**src/rtl/wwss_pkg.sv**
```systemverilog
// ----------------------------------------------------------------------------
// Weighted work-slot selector package
// Transaction types and scoring constants shared by the interfaces and the
// selector.
// ----------------------------------------------------------------------------
package wwss_pkg;

  localparam int unsigned NumSlots = 64;

  localparam int unsigned SlotW  = 6;
  localparam int unsigned ScoreW = 20;
  // Wide enough for the exact, unsaturated score of any descriptor.
  localparam int unsigned RawW   = 22;

  localparam int signed DepthWeight  = 16;
  localparam int signed WorkerWeight = 6400;
  localparam int signed NestWeight   = 200;
  localparam int signed PlyWeight    = 2;
  localparam int signed CheckPenalty = 80;
  localparam int signed ProgBonus    = 90000;

  localparam int signed ScoreMin = -(2 ** (ScoreW - 1));
  localparam int signed ScoreMax = (2 ** (ScoreW - 1)) - 1;

  typedef enum logic [1:0] {
    KIND_0  = 2'd0,
    KIND_1  = 2'd1,
    KIND_PV = 2'd2,
    KIND_3  = 2'd3
  } node_kind_e;

  typedef struct packed {
    logic [SlotW-1:0] slot_index;
    logic             is_open;
    logic             has_moves;
    logic [6:0]       worker_count;
    logic [3:0]       nest_level;
    logic [6:0]       search_depth;
    logic [6:0]       search_ply;
    logic             king_checked;
    logic [1:0]       node_kind;
    logic [7:0]       move_cursor;
    logic             last;
  } slot_item_t;

  typedef struct packed {
    logic                     found;
    logic [SlotW-1:0]         best_slot;
    logic signed [ScoreW-1:0] best_score;
  } result_item_t;

endpackage

```
**src/rtl/wwss_if.sv**
```systemverilog
// ----------------------------------------------------------------------------
// Weighted work-slot selector channels
// Valid/ready channels for slot descriptors and for selection results.
// ----------------------------------------------------------------------------
interface wwss_slot_if;
  import wwss_pkg::*;

  logic       valid;
  logic       ready;
  slot_item_t data;

  modport source (output valid, output data, input ready);
  modport sink (input valid, input data, output ready);
endinterface

interface wwss_result_if;
  import wwss_pkg::*;

  logic         valid;
  logic         ready;
  result_item_t data;

  modport source (output valid, output data, input ready);
  modport sink (input valid, input data, output ready);
endinterface

```
**src/rtl/weighted_work_slot_selector_top.sv**
```systemverilog
// ----------------------------------------------------------------------------
// A descriptor marked last passes from the input register through the score
// and compare into the result register, from which its result transaction
// takes place. Throughput: one descriptor per cycle, set by the combinational
// score and compare against the running best; only a last descriptor waits,
// while the previous result has not been taken.
// Reset (rst_ni low, async) empties both registers and clears the running best.
// ----------------------------------------------------------------------------
// Weighted work-slot selector
// Scores each eligible work-slot descriptor of a scan and reports the best
// slot when the last descriptor of the scan has been taken.
// ----------------------------------------------------------------------------
module weighted_work_slot_selector_top (
  input  logic    clk_i,
  input  logic    rst_ni,
  wwss_slot_if.sink     slot_in_i,
  wwss_result_if.source result_o
);
  import wwss_pkg::*;

  // Input register stage. Descriptors land here before they are scored.
  logic       in_valid_q;
  slot_item_t in_q;

  // Running best of the scan in progress.
  logic                     any_found_q, any_found_d;
  logic [SlotW-1:0]         best_pos_q, best_pos_d;
  logic signed [ScoreW-1:0] best_val_q, best_val_d;

  // Result register, which parts the output side from the scoring stage.
  logic         out_valid_q, out_valid_d;
  result_item_t out_q, out_d;

  logic stage_fire;
  logic in_fire;

  // The staged descriptor retires unless it is the last of a scan and the
  // result register still holds a result that has not been taken.
  assign stage_fire = in_valid_q &&
                      (!in_q.last || !out_valid_q || result_o.ready);
  assign slot_in_i.ready = !in_valid_q || stage_fire;
  assign in_fire = slot_in_i.valid && slot_in_i.ready;

  // --------------------------------------------------------------------------
  // Score of the staged descriptor. All weights are constants, so the
  // products reduce to shifts and adds.
  // --------------------------------------------------------------------------
  logic signed [RawW-1:0] raw_score;
  logic signed [ScoreW-1:0] sat_score;
  logic [8:0] workers_ext;
  logic [8:0] next_ext;
  logic bonus;
  logic eligible;
  logic take;

  always_comb begin
    workers_ext = {2'b00, in_q.worker_count};
    next_ext    = {1'b0, in_q.move_cursor};
    // The progress bonus needs a node of the principal kind whose next move
    // lies strictly between workers+1 and workers+5.
    bonus = (node_kind_e'(in_q.node_kind) == KIND_PV) &&
            (next_ext > (workers_ext + 9'd1)) &&
            (next_ext < (workers_ext + 9'd5));

    raw_score = RawW'(DepthWeight) * $signed({{(RawW-7){1'b0}}, in_q.search_depth})
              - RawW'(WorkerWeight) * $signed({{(RawW-7){1'b0}}, in_q.worker_count})
              - RawW'(NestWeight) * $signed({{(RawW-4){1'b0}}, in_q.nest_level})
              - RawW'(PlyWeight) * $signed({{(RawW-7){1'b0}}, in_q.search_ply});
    if (in_q.king_checked) begin
      raw_score = raw_score - RawW'(CheckPenalty);
    end
    if (bonus) begin
      raw_score = raw_score + RawW'(ProgBonus);
    end

    // Saturate to the signed result width; only heavily loaded slots can
    // fall below the range.
    if (raw_score < $signed(RawW'(ScoreMin))) begin
      sat_score = ScoreW'(ScoreMin);
    end else if (raw_score > $signed(RawW'(ScoreMax))) begin
      sat_score = ScoreW'(ScoreMax);
    end else begin
      sat_score = raw_score[ScoreW-1:0];
    end
  end

  // A slot index outside the configured slot count is ignored.
  assign eligible = in_q.is_open && in_q.has_moves &&
                    ({1'b0, in_q.slot_index} < (SlotW+1)'(NumSlots));
  // Strictly greater, so the earliest of equal scores is kept.
  assign take = eligible && (!any_found_q || (sat_score > best_val_q));

  // --------------------------------------------------------------------------
  // Running best update and result formation.
  // --------------------------------------------------------------------------
  always_comb begin
    any_found_d = any_found_q;
    best_pos_d  = best_pos_q;
    best_val_d  = best_val_q;
    out_valid_d = out_valid_q;
    out_d       = out_q;

    if (out_valid_q && result_o.ready) begin
      out_valid_d = 1'b0;
    end

    if (stage_fire) begin
      if (take) begin
        any_found_d = 1'b1;
        best_pos_d  = in_q.slot_index;
        best_val_d  = sat_score;
      end
      if (in_q.last) begin
        out_valid_d = 1'b1;
        if (any_found_d) begin
          out_d.found      = 1'b1;
          out_d.best_slot  = best_pos_d;
          out_d.best_score = best_val_d;
        end else begin
          out_d = '0;
        end
        // The scan is closed: start the next one afresh.
        any_found_d = 1'b0;
        best_pos_d  = '0;
        best_val_d  = '0;
      end
    end
  end

  always_ff @(posedge clk_i or negedge rst_ni) begin
    if (!rst_ni) begin
      in_valid_q  <= 1'b0;
      out_valid_q <= 1'b0;
      any_found_q <= 1'b0;
      best_pos_q  <= '0;
      best_val_q  <= '0;
    end else begin
      if (in_fire) begin
        in_valid_q <= 1'b1;
      end else if (stage_fire) begin
        in_valid_q <= 1'b0;
      end
      out_valid_q <= out_valid_d;
      any_found_q <= any_found_d;
      best_pos_q  <= best_pos_d;
      best_val_q  <= best_val_d;
    end
  end

  // Payload registers carry no reset.
  always_ff @(posedge clk_i) begin
    if (in_fire) begin
      in_q <= slot_in_i.data;
    end
    out_q <= out_d;
  end

  assign result_o.valid = out_valid_q;
  assign result_o.data  = out_q;

endmodule
```
**src/flat_wrapper.sv**
```systemverilog
// flat-port wrapper written by rule: the top's interface ports become plain ports
module weighted_work_slot_selector_top_flat import wwss_pkg::*;
  (clk_i, rst_ni, slot_in_i_valid, slot_in_i_data, slot_in_i_ready, result_o_valid, result_o_data, result_o_ready);
  wwss_slot_if slot_in_i_i ();
  wwss_result_if result_o_i ();
  input  logic clk_i;
  input  logic rst_ni;
  input wire logic [$bits(slot_in_i_i.valid)-1:0] slot_in_i_valid;
  input wire logic [$bits(slot_in_i_i.data)-1:0] slot_in_i_data;
  output wire logic [$bits(slot_in_i_i.ready)-1:0] slot_in_i_ready;
  output wire logic [$bits(result_o_i.valid)-1:0] result_o_valid;
  output wire logic [$bits(result_o_i.data)-1:0] result_o_data;
  input wire logic [$bits(result_o_i.ready)-1:0] result_o_ready;
  assign slot_in_i_i.valid = slot_in_i_valid;
  assign slot_in_i_i.data = slot_in_i_data;
  assign slot_in_i_ready = slot_in_i_i.ready;
  assign result_o_valid = result_o_i.valid;
  assign result_o_data = result_o_i.data;
  assign result_o_i.ready = result_o_ready;
  weighted_work_slot_selector_top u_core (.clk_i(clk_i), .rst_ni(rst_ni), .slot_in_i(slot_in_i_i), .result_o(result_o_i));
endmodule
```
**config.mk**
```make
export PLATFORM = sky130hd
export DESIGN_NAME = weighted_work_slot_selector_top_flat
export DESIGN_NICKNAME = d
export VERILOG_FILES = /design/src/rtl/wwss_pkg.sv /design/src/rtl/wwss_if.sv /design/src/rtl/weighted_work_slot_selector_top.sv /design/src/flat_wrapper.sv
export SDC_FILE = /design/constraint.sdc
export NUM_CORES = 1
export LEC_CHECK = 0
export BUFFER_PORTS_ARGS = -buffer_cell sky130_fd_sc_hd__buf_2
export CORE_MARGIN = 8
export CORE_UTILIZATION = 55
export DETAILED_ROUTE_END_ITERATION = 8
export GPL_TIMING_DRIVEN = 0
export PLACE_DENSITY = 0.78
export SLEW_MARGIN = 5
export SYNTH_ARGS = -nofsm -noshare
export SYNTH_HDL_FRONTEND = slang
export SYNTH_SLANG_ARGS = --single-unit
```
**constraint.sdc**
```tcl
create_clock -name clk_i -period 8.75 [get_ports clk_i]
set_clock_uncertainty 0.05 [all_clocks]
set_input_delay 1.75 -clock clk_i [delete_from_list [all_inputs] [get_ports clk_i]]
set_output_delay 1.75 -clock clk_i [all_outputs]
set_load 0.02 [all_outputs]
```
==> key figures, run 1 <==
Synthesis
  – Yosys top cell area share: around a quarter
  – Avg Inst Size Synth: between 9 and 10 µm²
  – Largest family of logic cells by synthesized area: compound AO/OA/AOI/OAI gates
  – Seq/Total Area, Yosys: 34.7%
  – Synth Area in Adders: between 10% and 20%
  – Leading area contributor after synthesis: edfxtp_1
  – Post-synth EDFFs: 72
  – Unique masters post-synth: 89
  – Synth Area in XOR/XNOR: 6.80%
  – Main synth FF type: edfxtp_1
  – Synthesized cell area: a little over 8000 µm²
  – Seq cells post-synth: 101
  – Post-synthesis mux area share: 1.32%
  – Yosys warnings: 0
  – Synth Instances: roughly 850
  – Top cells by area, synth: edfxtp_1, ha_1, dfrtp_1, xnor2_1, inv_1
  – Post-synthesis simple-gate area fraction: 13.2%
  – Post-Syn Nets: between 1000 and 1500
  – Post-synth ARST share: around 29%
  – Synth Area in Compound Gates: around a fifth

Drt
  – DRC Markers: 0
  – Final wirelength: a little over 20 mm
  – Drt pass-1 iters: 5
  – WL/cell: about 18 µm
  – Vias: between 7000 and 8000
  – DR iter-0 viols: roughly 400
  – Post-DRT Antenna Nets: 0
  – Vias per cell: 5.93

Worst setup path
  – Crit path from: u_core.in_q[26]
  – WS Path Type: reg -> reg
  – Cell mode on critical path: a21o_1
  – Worst path bufs/invs: 7
  – CP delay by family, top: compound AO/OA/AOI/OAI gates
  – Crit-path max FO: 8
  – Launching point of the worst reg2reg path: u_core.in_q[26]
  – Slowest CP cell: fa_1
  – Critical Path Start Type: flop
  – Worst Path Required: 8.81 ns
  – Worst Path Arrival: between 8 and 9 ns
  – CP max stage delay: 0.51 ns
  – Critical path endpoint category: flop

Placement
  – RePlAce Congestion: around 0.93
  – Post-detailed-placement half-perimeter wirelength: between 10 and 15 mm
  – Placed cell area: approximately 9000 µm²
  – Port Buf Inserts: a little under 80
  – Worst slack at placement: -1.04 ns

Timing
  – Final period util: 100%
  – Smallest hold slack: roughly 0.44 ns
  – Min Clock Period, post-route: just under 9 ns
  – Fin. max-slew vios: 0
  – Rel. slew slack: 36.5%
  – Final-report setup violation count: 8
  – Setup ws final: -0.0249 ns
  – Worst-margin pin slew: 0.952 ns
  – Final hold vios: 0
  – FMAX: approximately 0.11 GHz
  – RSZ-0062 raised after global routing: yes

Outcome
  – Violated checks: negative setup slack
  – Status: complete, but fails checks

Layout
  – # diodes: 0
  – Commonest non-fill, non-tap cell in the layout: ha_1
  – Post-layout util: approximately two thirds
  – Post-route cell area: 10300 µm²
  – Share of cells above drive strength 1: between 20 and 30%
  – Commonest non-fill, non-tap cells in the layout: ha_1, buf_2, edfxtp_1
  – Filler Cell Count: about 1100
  – Area delta synth->final: 23.4%
  – Nets@finish: roughly 1200

Global route
  – Largest net degree at the start of global routing: between 40 and 50
  – Initial antenna violation count: 0
  – Vias in the first global route: between 6000 and 7000
  – GRT overflow: 0
  – Global-route wire length before repair: between 30 and 40 mm
  – Gr usage total: between 10% and 20%

Clock network
  – Post-CTS Hold Buffers: 0
  – Sinks on Clock Net: a little over 100
  – CTS Buffer Depth: 2
  – Num CTS Buffers: 9
  – TritonCTS clock tree: done
  – Clk slew on worst S/H paths: ~0.070 ns
  – Latest clock arrival within the worst-skew pair: about 0.36 ns
  – H-tree depth: 3
  – Root buffer cell: clkbuf_16

Floorplan
  – Core box area: between 10000 and 15000 µm²
  – Die footprint: between 15000 and 20000 µm²
  – Initial Util: 55.5%
  – Row cnt: 45
  – I/O Pins: 78
  – Chip Width: about 140 µm
  – Die Height: roughly 140 µm

Job
  – Max-cap viol count: 0

Min path
  – Hold Crit Start: u_core.best_val_q[2]
  – Hold Crit Class: reg -> reg
## synth_stat cells (16+ instances only)
| cell type | count |
|---|---|
| a22o_1 | 18 |
| edfxtp_1 | 72 |
| o21ai_0 | 54 |
| nor2_1 | 42 |
| nand2_1 | 67 |
| a21o_1 | 24 |
| a21oi_1 | 45 |
| xor2_1 | 19 |
| ha_1 | 102 |
| inv_1 | 73 |
| dfrtp_1 | 29 |
| xnor2_1 | 40 |
| nand3_1 | 16 |
## through the flow
stage | cells | TNS [ns]
after global routing | 1183 | -12.77
after global placement | 1110 | -38.66
after detailed placement | 1112 | -42.40
final | 1183 | -0.111
after floorplan | 845 | 0
after CTS | 1153 | 0
## cells by family (layout without fill, tap and decap cells)
| kind of cell | after synthesis | count (layout) |
|---|---|---|
| adders and majority gates | 112 | 112 |
| buffers and inverters | 96 | 243 |
| AOI/OAI and AO/OA | 249 | 252 |
| xor gates and xnor gates | 62 | 62 |
| muxes | 11 | 11 |
| DFF | 101 | 101 |
| and+or+nand+nor | 214 | 214 |
## sequential cells by signal, summed over array words and instances, names as in the netlist
name and cells:
u_core.in_q 45, u_core.result_o.data 27, u_core.best_val_q 20, u_core.best_pos_q 6
u_core.any_found_q 1, u_core.in_valid_q 1, u_core.result_o.valid 1
## worst min-delay path: cells and delay by family (launching register included)
kind,cells,cell delay (ns)
DFF,1,0.34
AOI/OAI and AO/OA,1,0.05
and+or+nand+nor,1,0.06
## layer usage
| layer | vias up | wire [µm] | GRT usage, % |
|---|---|---|---|
| li1 | 3403 | - | - |
| met1 | 3315 | 8600 | 23.5 |
| met2 | 235 | 10400 | 33.5 |
| met3 | 60 | 1050 | 4.61 |
| met4 | 0 | 684 | 7.39 |
| met5 | - | 0 | 0 |
## worst paths after layout
check,end,slack (ns),depth (start not counted)
worst max-delay path,u_core.result_o.data[17],-0.02,40
worst min-delay path,u_core.best_val_q[2],0.44,2
worst max register to register,u_core.result_o.data[17],-0.02,40
worst min register to register,u_core.best_val_q[2],0.44,2
max in group asynchronous,u_core.best_val_q[12],6.79,1
min in group asynchronous,u_core.best_val_q[18],1.39,1
## what timing repair did
action	in CTS	in global routing
resized for setup	51	84
gates cloned	2	3
pin swaps	25	53
endpoints found under the setup margin	52	52
endpoints found under the hold margin	0	0
setup buffers	27	30
## area by class of cell
cell class	instances	area (µm²)	share of cell area (%)
Clock buffer	9	225	2.20
Multi-Input combinational cell	651	5560	54.2
Sequential cell	101	2890	28.1
Timing Repair Buffer	138	892	8.70
Clock inverter	6	40.0	0.390
Tap cell	188	235	2.29
Buffer	15	131	1.28
Inverter	75	289	2.82
Power of run 1 is not shown: default switching activity piles up to over one toggle a cycle in this logic, so the estimate is an artifact.
==> inputs of run 2 (changes only) <==
--- a/config.mk
+++ b/config.mk
@@ -11,6 +11,7 @@
 export DETAILED_ROUTE_END_ITERATION = 8
 export GPL_TIMING_DRIVEN = 0
 export PLACE_DENSITY = 0.78
+export SETUP_SLACK_MARGIN = 0.15
 export SLEW_MARGIN = 5
 export SYNTH_ARGS = -nofsm -noshare
 export SYNTH_HDL_FRONTEND = slang
==> run 2 against run 1 <==
Core utilization is 1.7 points higher. Hold slack better by 0.042 ns. Via count is 0.71% higher. The run still ends with negative setup slack left. Flip-flop and latch count stayed put. Routed wire length is 0.77% higher.
==> key figures, run 2 (synthesis results as in run 1) <==
Min path
  – Hold Crit Start: u_core.best_val_q[2]
  – Hold path cells: 2 (unchanged)
  – Hold EP: u_core.best_val_q[2]
  – Hold Crit Class: reg -> reg

Layout
  – Non-Filler Instances: 1187 (+0.34%)
  – Nets@finish: 1155 (+0.26%)
  – Filler Cell Count: 1060 (+0.094%)
  – Share of cells above drive strength 1: 29.4% (+1.8 points)
  – Area delta synth->final: 26.6%
  – Largest register FFs: 45 (unchanged)
  – Commonest non-fill, non-tap cells in the layout: ha_1, buf_2, edfxtp_1
  – Commonest non-fill, non-tap cell in the layout: ha_1
  – Post-route cell area: 10500 µm² (+2.5%)
  – Reg with most FFs: u_core.in_q
  – # diodes: 0 (unchanged)

Worst setup path
  – Crit path from: u_core.in_q[26]
  – Reg2reg setup slack: -0.11 ns (-0.09 ns)
  – FF-to-FF path depth: 38 (-5.0%)
  – Worst Path Required: 8.77 ns (-0.04 ns)
  – WS Path Type: reg -> reg
  – Cell mode on critical path: a21o_1
  – Slowest CP cell: fa_2
  – RR Endpoint: u_core.result_o.data[22]
  – CP max stage delay: 0.53 ns (+0.02 ns)
  – Critical Path Start Type: flop
  – Launching point of the worst reg2reg path: u_core.in_q[26]
  – Worst Path Arrival: 8.89 ns (+0.06 ns)
  – Crit-path max FO: 8 (unchanged)
  – Critical path endpoint category: flop

Timing
  – RSZ-0062 raised after global routing: yes
  – Setup TNS: -2.08 ns (-1.96 ns)
  – FMAX: 0.113 GHz (-0.98%)
  – Final period util: 101% (+0.99 points)
  – Worst-margin pin slew: 0.965 ns (+0.0120 ns)
  – Final hold vios: 0 (unchanged)
  – Final-report setup violation count: 35 (+27)
  – Fin. max-slew vios: 0 (unchanged)
  – Setup ws final: -0.112 ns (-0.0869 ns)
  – Rel. slew slack: 35.7% (-0.80 points)
  – Min Clock Period, post-route: 8.86 ns (+0.0869 ns)

Placement
  – Cell Count Post-Placement: 1112 (unchanged)
  – RePlAce Congestion: 0.928 (-0.24%)
  – Port Buf Inserts: 77 (unchanged)
  – Post-detailed-placement half-perimeter wirelength: 13.9 mm (+1.6%)
  – Placed cell area: 8980 µm² (about the same)

Floorplan
  – Row cnt: 45 (unchanged)
  – Initial Util: 55.5% (unchanged)
  – Die footprint: 19300 µm² (unchanged)
  – Core box area: 15000 µm² (unchanged)
  – I/O Pins: 78 (unchanged)
  – Die Height: 139 µm (unchanged)
  – Chip Width: 139 µm (unchanged)

Clock network
  – Num CTS Buffers: 9 (unchanged)
  – Latest clock arrival within the worst-skew pair: 0.36 ns (about the same)
  – Root buffer cell: clkbuf_16
  – CTS Buffer Depth: 2 (unchanged)
  – Sinks on Clock Net: 101 (unchanged)
  – Clk slew on worst S/H paths: 0.07 ns (about the same)
  – H-tree depth: 3 (unchanged)
  – TritonCTS clock tree: done
  – Post-CTS Hold Buffers: 0 (unchanged)

Global route
  – Initial antenna violation count: 0 (unchanged)
  – GRT overflow: 0 (unchanged)
  – Global-route wire length before repair: 32.2 mm (+2.4%)
  – Largest net degree at the start of global routing: 42 (unchanged)
  – Vias in the first global route: 6990 (+4.6%)
  – Gr usage total: 20.1% (+0.49 points)

Drt
  – Drt pass-1 iters: 5 (unchanged)
  – Vias per cell: 5.95 (+0.37%)
  – Final wirelength: 20.9 mm (+0.77%)
  – Post-DRT Antenna Nets: 0 (unchanged)
  – WL/cell: 17.6 µm (+0.43%)
  – Vias: 7063 (+0.71%)
  – DR iter-0 viols: 471 (+19%)
  – DRC Markers: 0 (unchanged)

Outcome
  – Status: complete, but fails checks
  – Violated checks: negative setup slack

Job
  – Max-cap viol count: 0 (unchanged)
run 2: critical path, delay by kind of cell (launching register included):
| family | cells | cell delay, ns |
|---|---|---|
| simple gates | 8 | 1.97 |
| mux | 2 | 0.50 |
| buf+inv | 6 | 0.82 |
| flops | 1 | 0.45 |
| fa+ha+maj | 7 | 2.27 |
| compound gates | 13 | 2.17 |
| xor+xnor | 2 | 0.33 |
run 2: what timing repair did:
item	CTS	global route
cloned	4	0
pin swaps	55	32
buffers inserted	29	26
gates resized for setup	103	73
endpoints found under the setup margin	52	52
run 2: through the flow:
stage | hold slack, ns | setup slack (ns) | utilization, %
2_1_floorplan | 0.406 | 0.152 | -
3_3_place_gp | 0.420 | -1.04 | 59.7
3_5_place_dp | 0.449 | -1.13 | 60.0
4_1_cts | 0.442 | -0.0341 | 66.7
5_1_grt | 0.505 | -0.431 | 70.2
6_report | 0.483 | -0.112 | 70.2
run 2: layout make-up:
class | count | area [µm²] | share of cell area, %
buffer | 21 | 198 | 1.88
clock buffer | 11 | 264 | 2.51
timing repair buffer | 136 | 936 | 8.90
inverter | 75 | 299 | 2.84
multi-input combinational | 650 | 5620 | 53.4
clock inverter | 5 | 78.8 | 0.749
sequential | 101 | 2890 | 27.5
tap | 188 | 235 | 2.24
run 2: worst max-delay path by stage:
stage,endpoint
6_report,u_core.result_o.data[22]
5_1_grt,u_core.result_o.data[22]
4_1_cts,u_core.result_o.data[24]
3_5_place_dp,u_core.result_o.data[15]
3_3_place_gp,u_core.result_o.data[18]
2_1_floorplan,u_core.result_o.data[2]
run 2: routing by layer:
metal | vias up | global-route usage (%) | wire length [µm]
met4 | 0 | 9.94 | 637
li1 | 3417 | - | -
met5 | - | 0 | 0
met3 | 63 | 4.37 | 942
met1 | 3363 | 22.5 | 8630
met2 | 220 | 35.4 | 10700
Power of run 2 is left out for the same reason.
==> inputs of run 3 (changes only) <==
--- a/config.mk
+++ b/config.mk
@@ -6,11 +6,13 @@
 export NUM_CORES = 1
 export LEC_CHECK = 0
 export BUFFER_PORTS_ARGS = -buffer_cell sky130_fd_sc_hd__buf_2
+export CELL_PAD_IN_SITES_DETAIL_PLACEMENT = 0
+export CELL_PAD_IN_SITES_GLOBAL_PLACEMENT = 1
 export CORE_MARGIN = 8
-export CORE_UTILIZATION = 55
+export CORE_UTILIZATION = 43
 export DETAILED_ROUTE_END_ITERATION = 8
 export GPL_TIMING_DRIVEN = 0
-export PLACE_DENSITY = 0.78
+export PLACE_DENSITY_LB_ADDON = 0.1
 export SETUP_SLACK_MARGIN = 0.15
 export SLEW_MARGIN = 5
 export SYNTH_ARGS = -nofsm -noshare
==> run 3 against run 2 <==
The run still ends with negative setup slack left. Sequential share of layout area is essentially flat. Critical path depth grew 3. Non-clock buffer count shrank 6. Global-route usage shrank 2.6 points. Count of clock-buffer cells in the layout shrank 1. Routed wire length shrank 0.85%. Final cell count grew 6.0%. Core utilization shrank 16 points. Largest cell class unchanged.
==> key figures, run 3 (synthesis results as in run 1) <==
Layout
  – Reg with most FFs: u_core.in_q
  – # diodes: 0 (unchanged)
  – Commonest non-fill, non-tap cell in the layout: ha_1
  – Non-Filler Instances: 1258 (+6.0%)
  – Nets@finish: 1149 (-0.52%)
  – FF/Latch Area: 2890 µm² (unchanged)
  – Filler Cell Count: 1745 (+65%)
  – Area delta synth->final: 26.4% (about the same)
  – Largest register FFs: 45 (unchanged)
  – Share of cells above drive strength 1: 28.4% (-1.0 points)
  – Multi-input logic area: 5600 µm² (-0.33%)
  – Commonest non-fill, non-tap cells in the layout: ha_1, buf_2, edfxtp_1

Worst setup path
  – CP delay by family, top: compound AO/OA/AOI/OAI gates
  – Slowest CP cell: fa_1
  – Crit-path max FO: 6 (-2)
  – Worst path bufs/invs: 7 (+1)
  – Critical path endpoint category: flop
  – WS Path Type: reg -> reg
  – Worst Path Required: 8.96 ns (+0.19 ns)
  – CP max stage delay: 0.49 ns (-0.04 ns)
  – Critical Path Start Type: flop
  – Cell mode on critical path: a21o_1
  – Worst Path Arrival: 9.01 ns (+0.12 ns)
  – Launching point of the worst reg2reg path: u_core.in_q[26]
  – Crit path from: u_core.in_q[26]

Clock network
  – Post-CTS Hold Buffers: 0 (unchanged)
  – TritonCTS clock tree: done
  – Clk slew on worst S/H paths: 0.07 ns (about the same)
  – H-tree depth: 3 (unchanged)
  – Latest clock arrival within the worst-skew pair: 0.36 ns (about the same)
  – Sinks on Clock Net: 101 (unchanged)
  – Root buffer cell: clkbuf_16
  – CTS Buffer Depth: 2 (unchanged)
  – Num CTS Buffers: 9 (unchanged)

Floorplan
  – Die footprint: 24000 µm² (+25%)
  – I/O Pins: 78 (unchanged)
  – Chip Width: 155 µm (+12%)
  – Row cnt: 51 (+13%)
  – Initial Util: 43.3% (-12 points)
  – Die Height: 155 µm (+12%)
  – Core box area: 19200 µm² (+28%)

Timing
  – Final hold vios: 0 (unchanged)
  – Min Clock Period, post-route: 8.79 ns (-0.0682 ns)
  – Final-report setup violation count: 3 (-91%)
  – Fin. max-slew vios: 0 (unchanged)
  – RSZ-0062 raised after global routing: yes
  – Final period util: 100% (-0.78 points)
  – Setup TNS: -0.0736 ns (+2.00 ns)
  – Setup ws final: -0.0435 ns (+0.0682 ns)
  – FMAX: 0.114 GHz (+0.78%)
  – Rel. slew slack: 31.8% (-3.9 points)
  – Smallest hold slack: 0.467 ns (-0.0168 ns)
  – Worst-margin pin slew: 1.02 ns (+0.0589 ns)

Job
  – Max-cap viol count: 0 (unchanged)

Global route
  – GRT overflow: 0 (unchanged)
  – Largest net degree at the start of global routing: 42 (unchanged)
  – Vias in the first global route: 6990 (unchanged)
  – Gr usage total: 17.5% (-2.6 points)
  – Initial antenna violation count: 0 (unchanged)
  – Global-route wire length before repair: 34.0 mm (+5.5%)

Drt
  – WL/cell: 16.5 µm (-6.4%)
  – Drt pass-1 iters: 4 (-1)
  – Post-DRT Antenna Nets: 0 (unchanged)
  – DRC Markers: 0 (unchanged)
  – Vias: 6834 (-3.2%)
  – Final wirelength: 20.8 mm (-0.85%)
  – DR iter-0 viols: 279 (-41%)
  – Vias per cell: 5.43 (-8.7%)

Placement
  – Port Buf Inserts: 77 (unchanged)
  – RePlAce Congestion: 0.888 (-4.3%)
  – Cell Count Post-Placement: 1189 (+6.9%)
  – Post-detailed-placement half-perimeter wirelength: 15.5 mm (+11%)

Outcome
  – Violated checks: negative setup slack
  – Status: complete, but fails checks

Min path
  – Hold Crit Class: reg -> reg
  – Hold Crit Start: u_core.best_pos_q[5]
[run 3: changes by cell type in the layout (fill, tap and decap cells not counted), sizes merged]
| cell | change |
|---|---|
| clkinvlp | +1 |
| bufinv | -1 |
| clkbuf | +1 |
| buf | -8 |
| inv | +2 |
| clkinv | -1 |
[run 3: per-stage QoR]
| step | setup WS, ns | instance area (µm²) | util [%] |
|---|---|---|---|
| 2_1_floorplan | 0.152 | 8320 | - |
| 6_report | -0.0435 | 10500 | 54.7 |
| 5_1_grt | -0.361 | 10500 | 54.7 |
| 3_5_place_dp | -1.63 | 9080 | 47.3 |
| 3_3_place_gp | -1.52 | 9030 | 47.0 |
| 4_1_cts | -0.0315 | 10200 | 53.2 |
[run 3: worst min-delay path: cells and delay by family, from the launching register on]
family,cells,cell delay [ns]
AO/OA/AOI/OAI,1,0.06
flip-flops,1,0.37
AND/OR/NAND/NOR,1,0.05
[run 3: final cells by class]
cell class / instances / share of cell area [%]
multi-input combinational: 650 / 53.3
sequential: 101 / 27.5
timing repair buffer: 130 / 8.47
tap: 265 / 3.16
inverter: 75 / 2.85
clock buffer: 10 / 2.18
buffer: 21 / 1.83
clock inverter: 6 / 0.738
[run 3: path summary, 6_finish.rpt]
kind,to,slack [ns],depth (start not counted)
min reg2reg,u_core.best_pos_q[5],0.47,2
min in group asynchronous,u_core.best_val_q[8],1.40,1
max reg2reg,u_core.best_val_q[2],-0.04,41
max in group asynchronous,u_core.best_val_q[0],6.77,1
min,u_core.best_pos_q[5],0.47,2
max,u_core.best_val_q[2],-0.04,41
[run 3: timing repair]
action                     CTS  global route
resized for setup          118            50
pin swaps                   62            24
setup buffers               40             9
cloned                       4             0
setup endpoints to repair   52            52
hold endpoints to repair     0             0
[run 3: metal layers]
| layer | global-route usage [%] | part of all wire [%] | up-vias |
|---|---|---|---|
| met5 | 0 | 0 | - |
| met1 | 19.5 | 41 | 3266 |
| li1 | - | - | 3399 |
| met2 | 32.6 | 53 | 135 |
| met4 | 6.58 | 2.4 | 0 |
| met3 | 2.94 | 3.5 | 34 |
Power of run 3 is left out for the same reason.
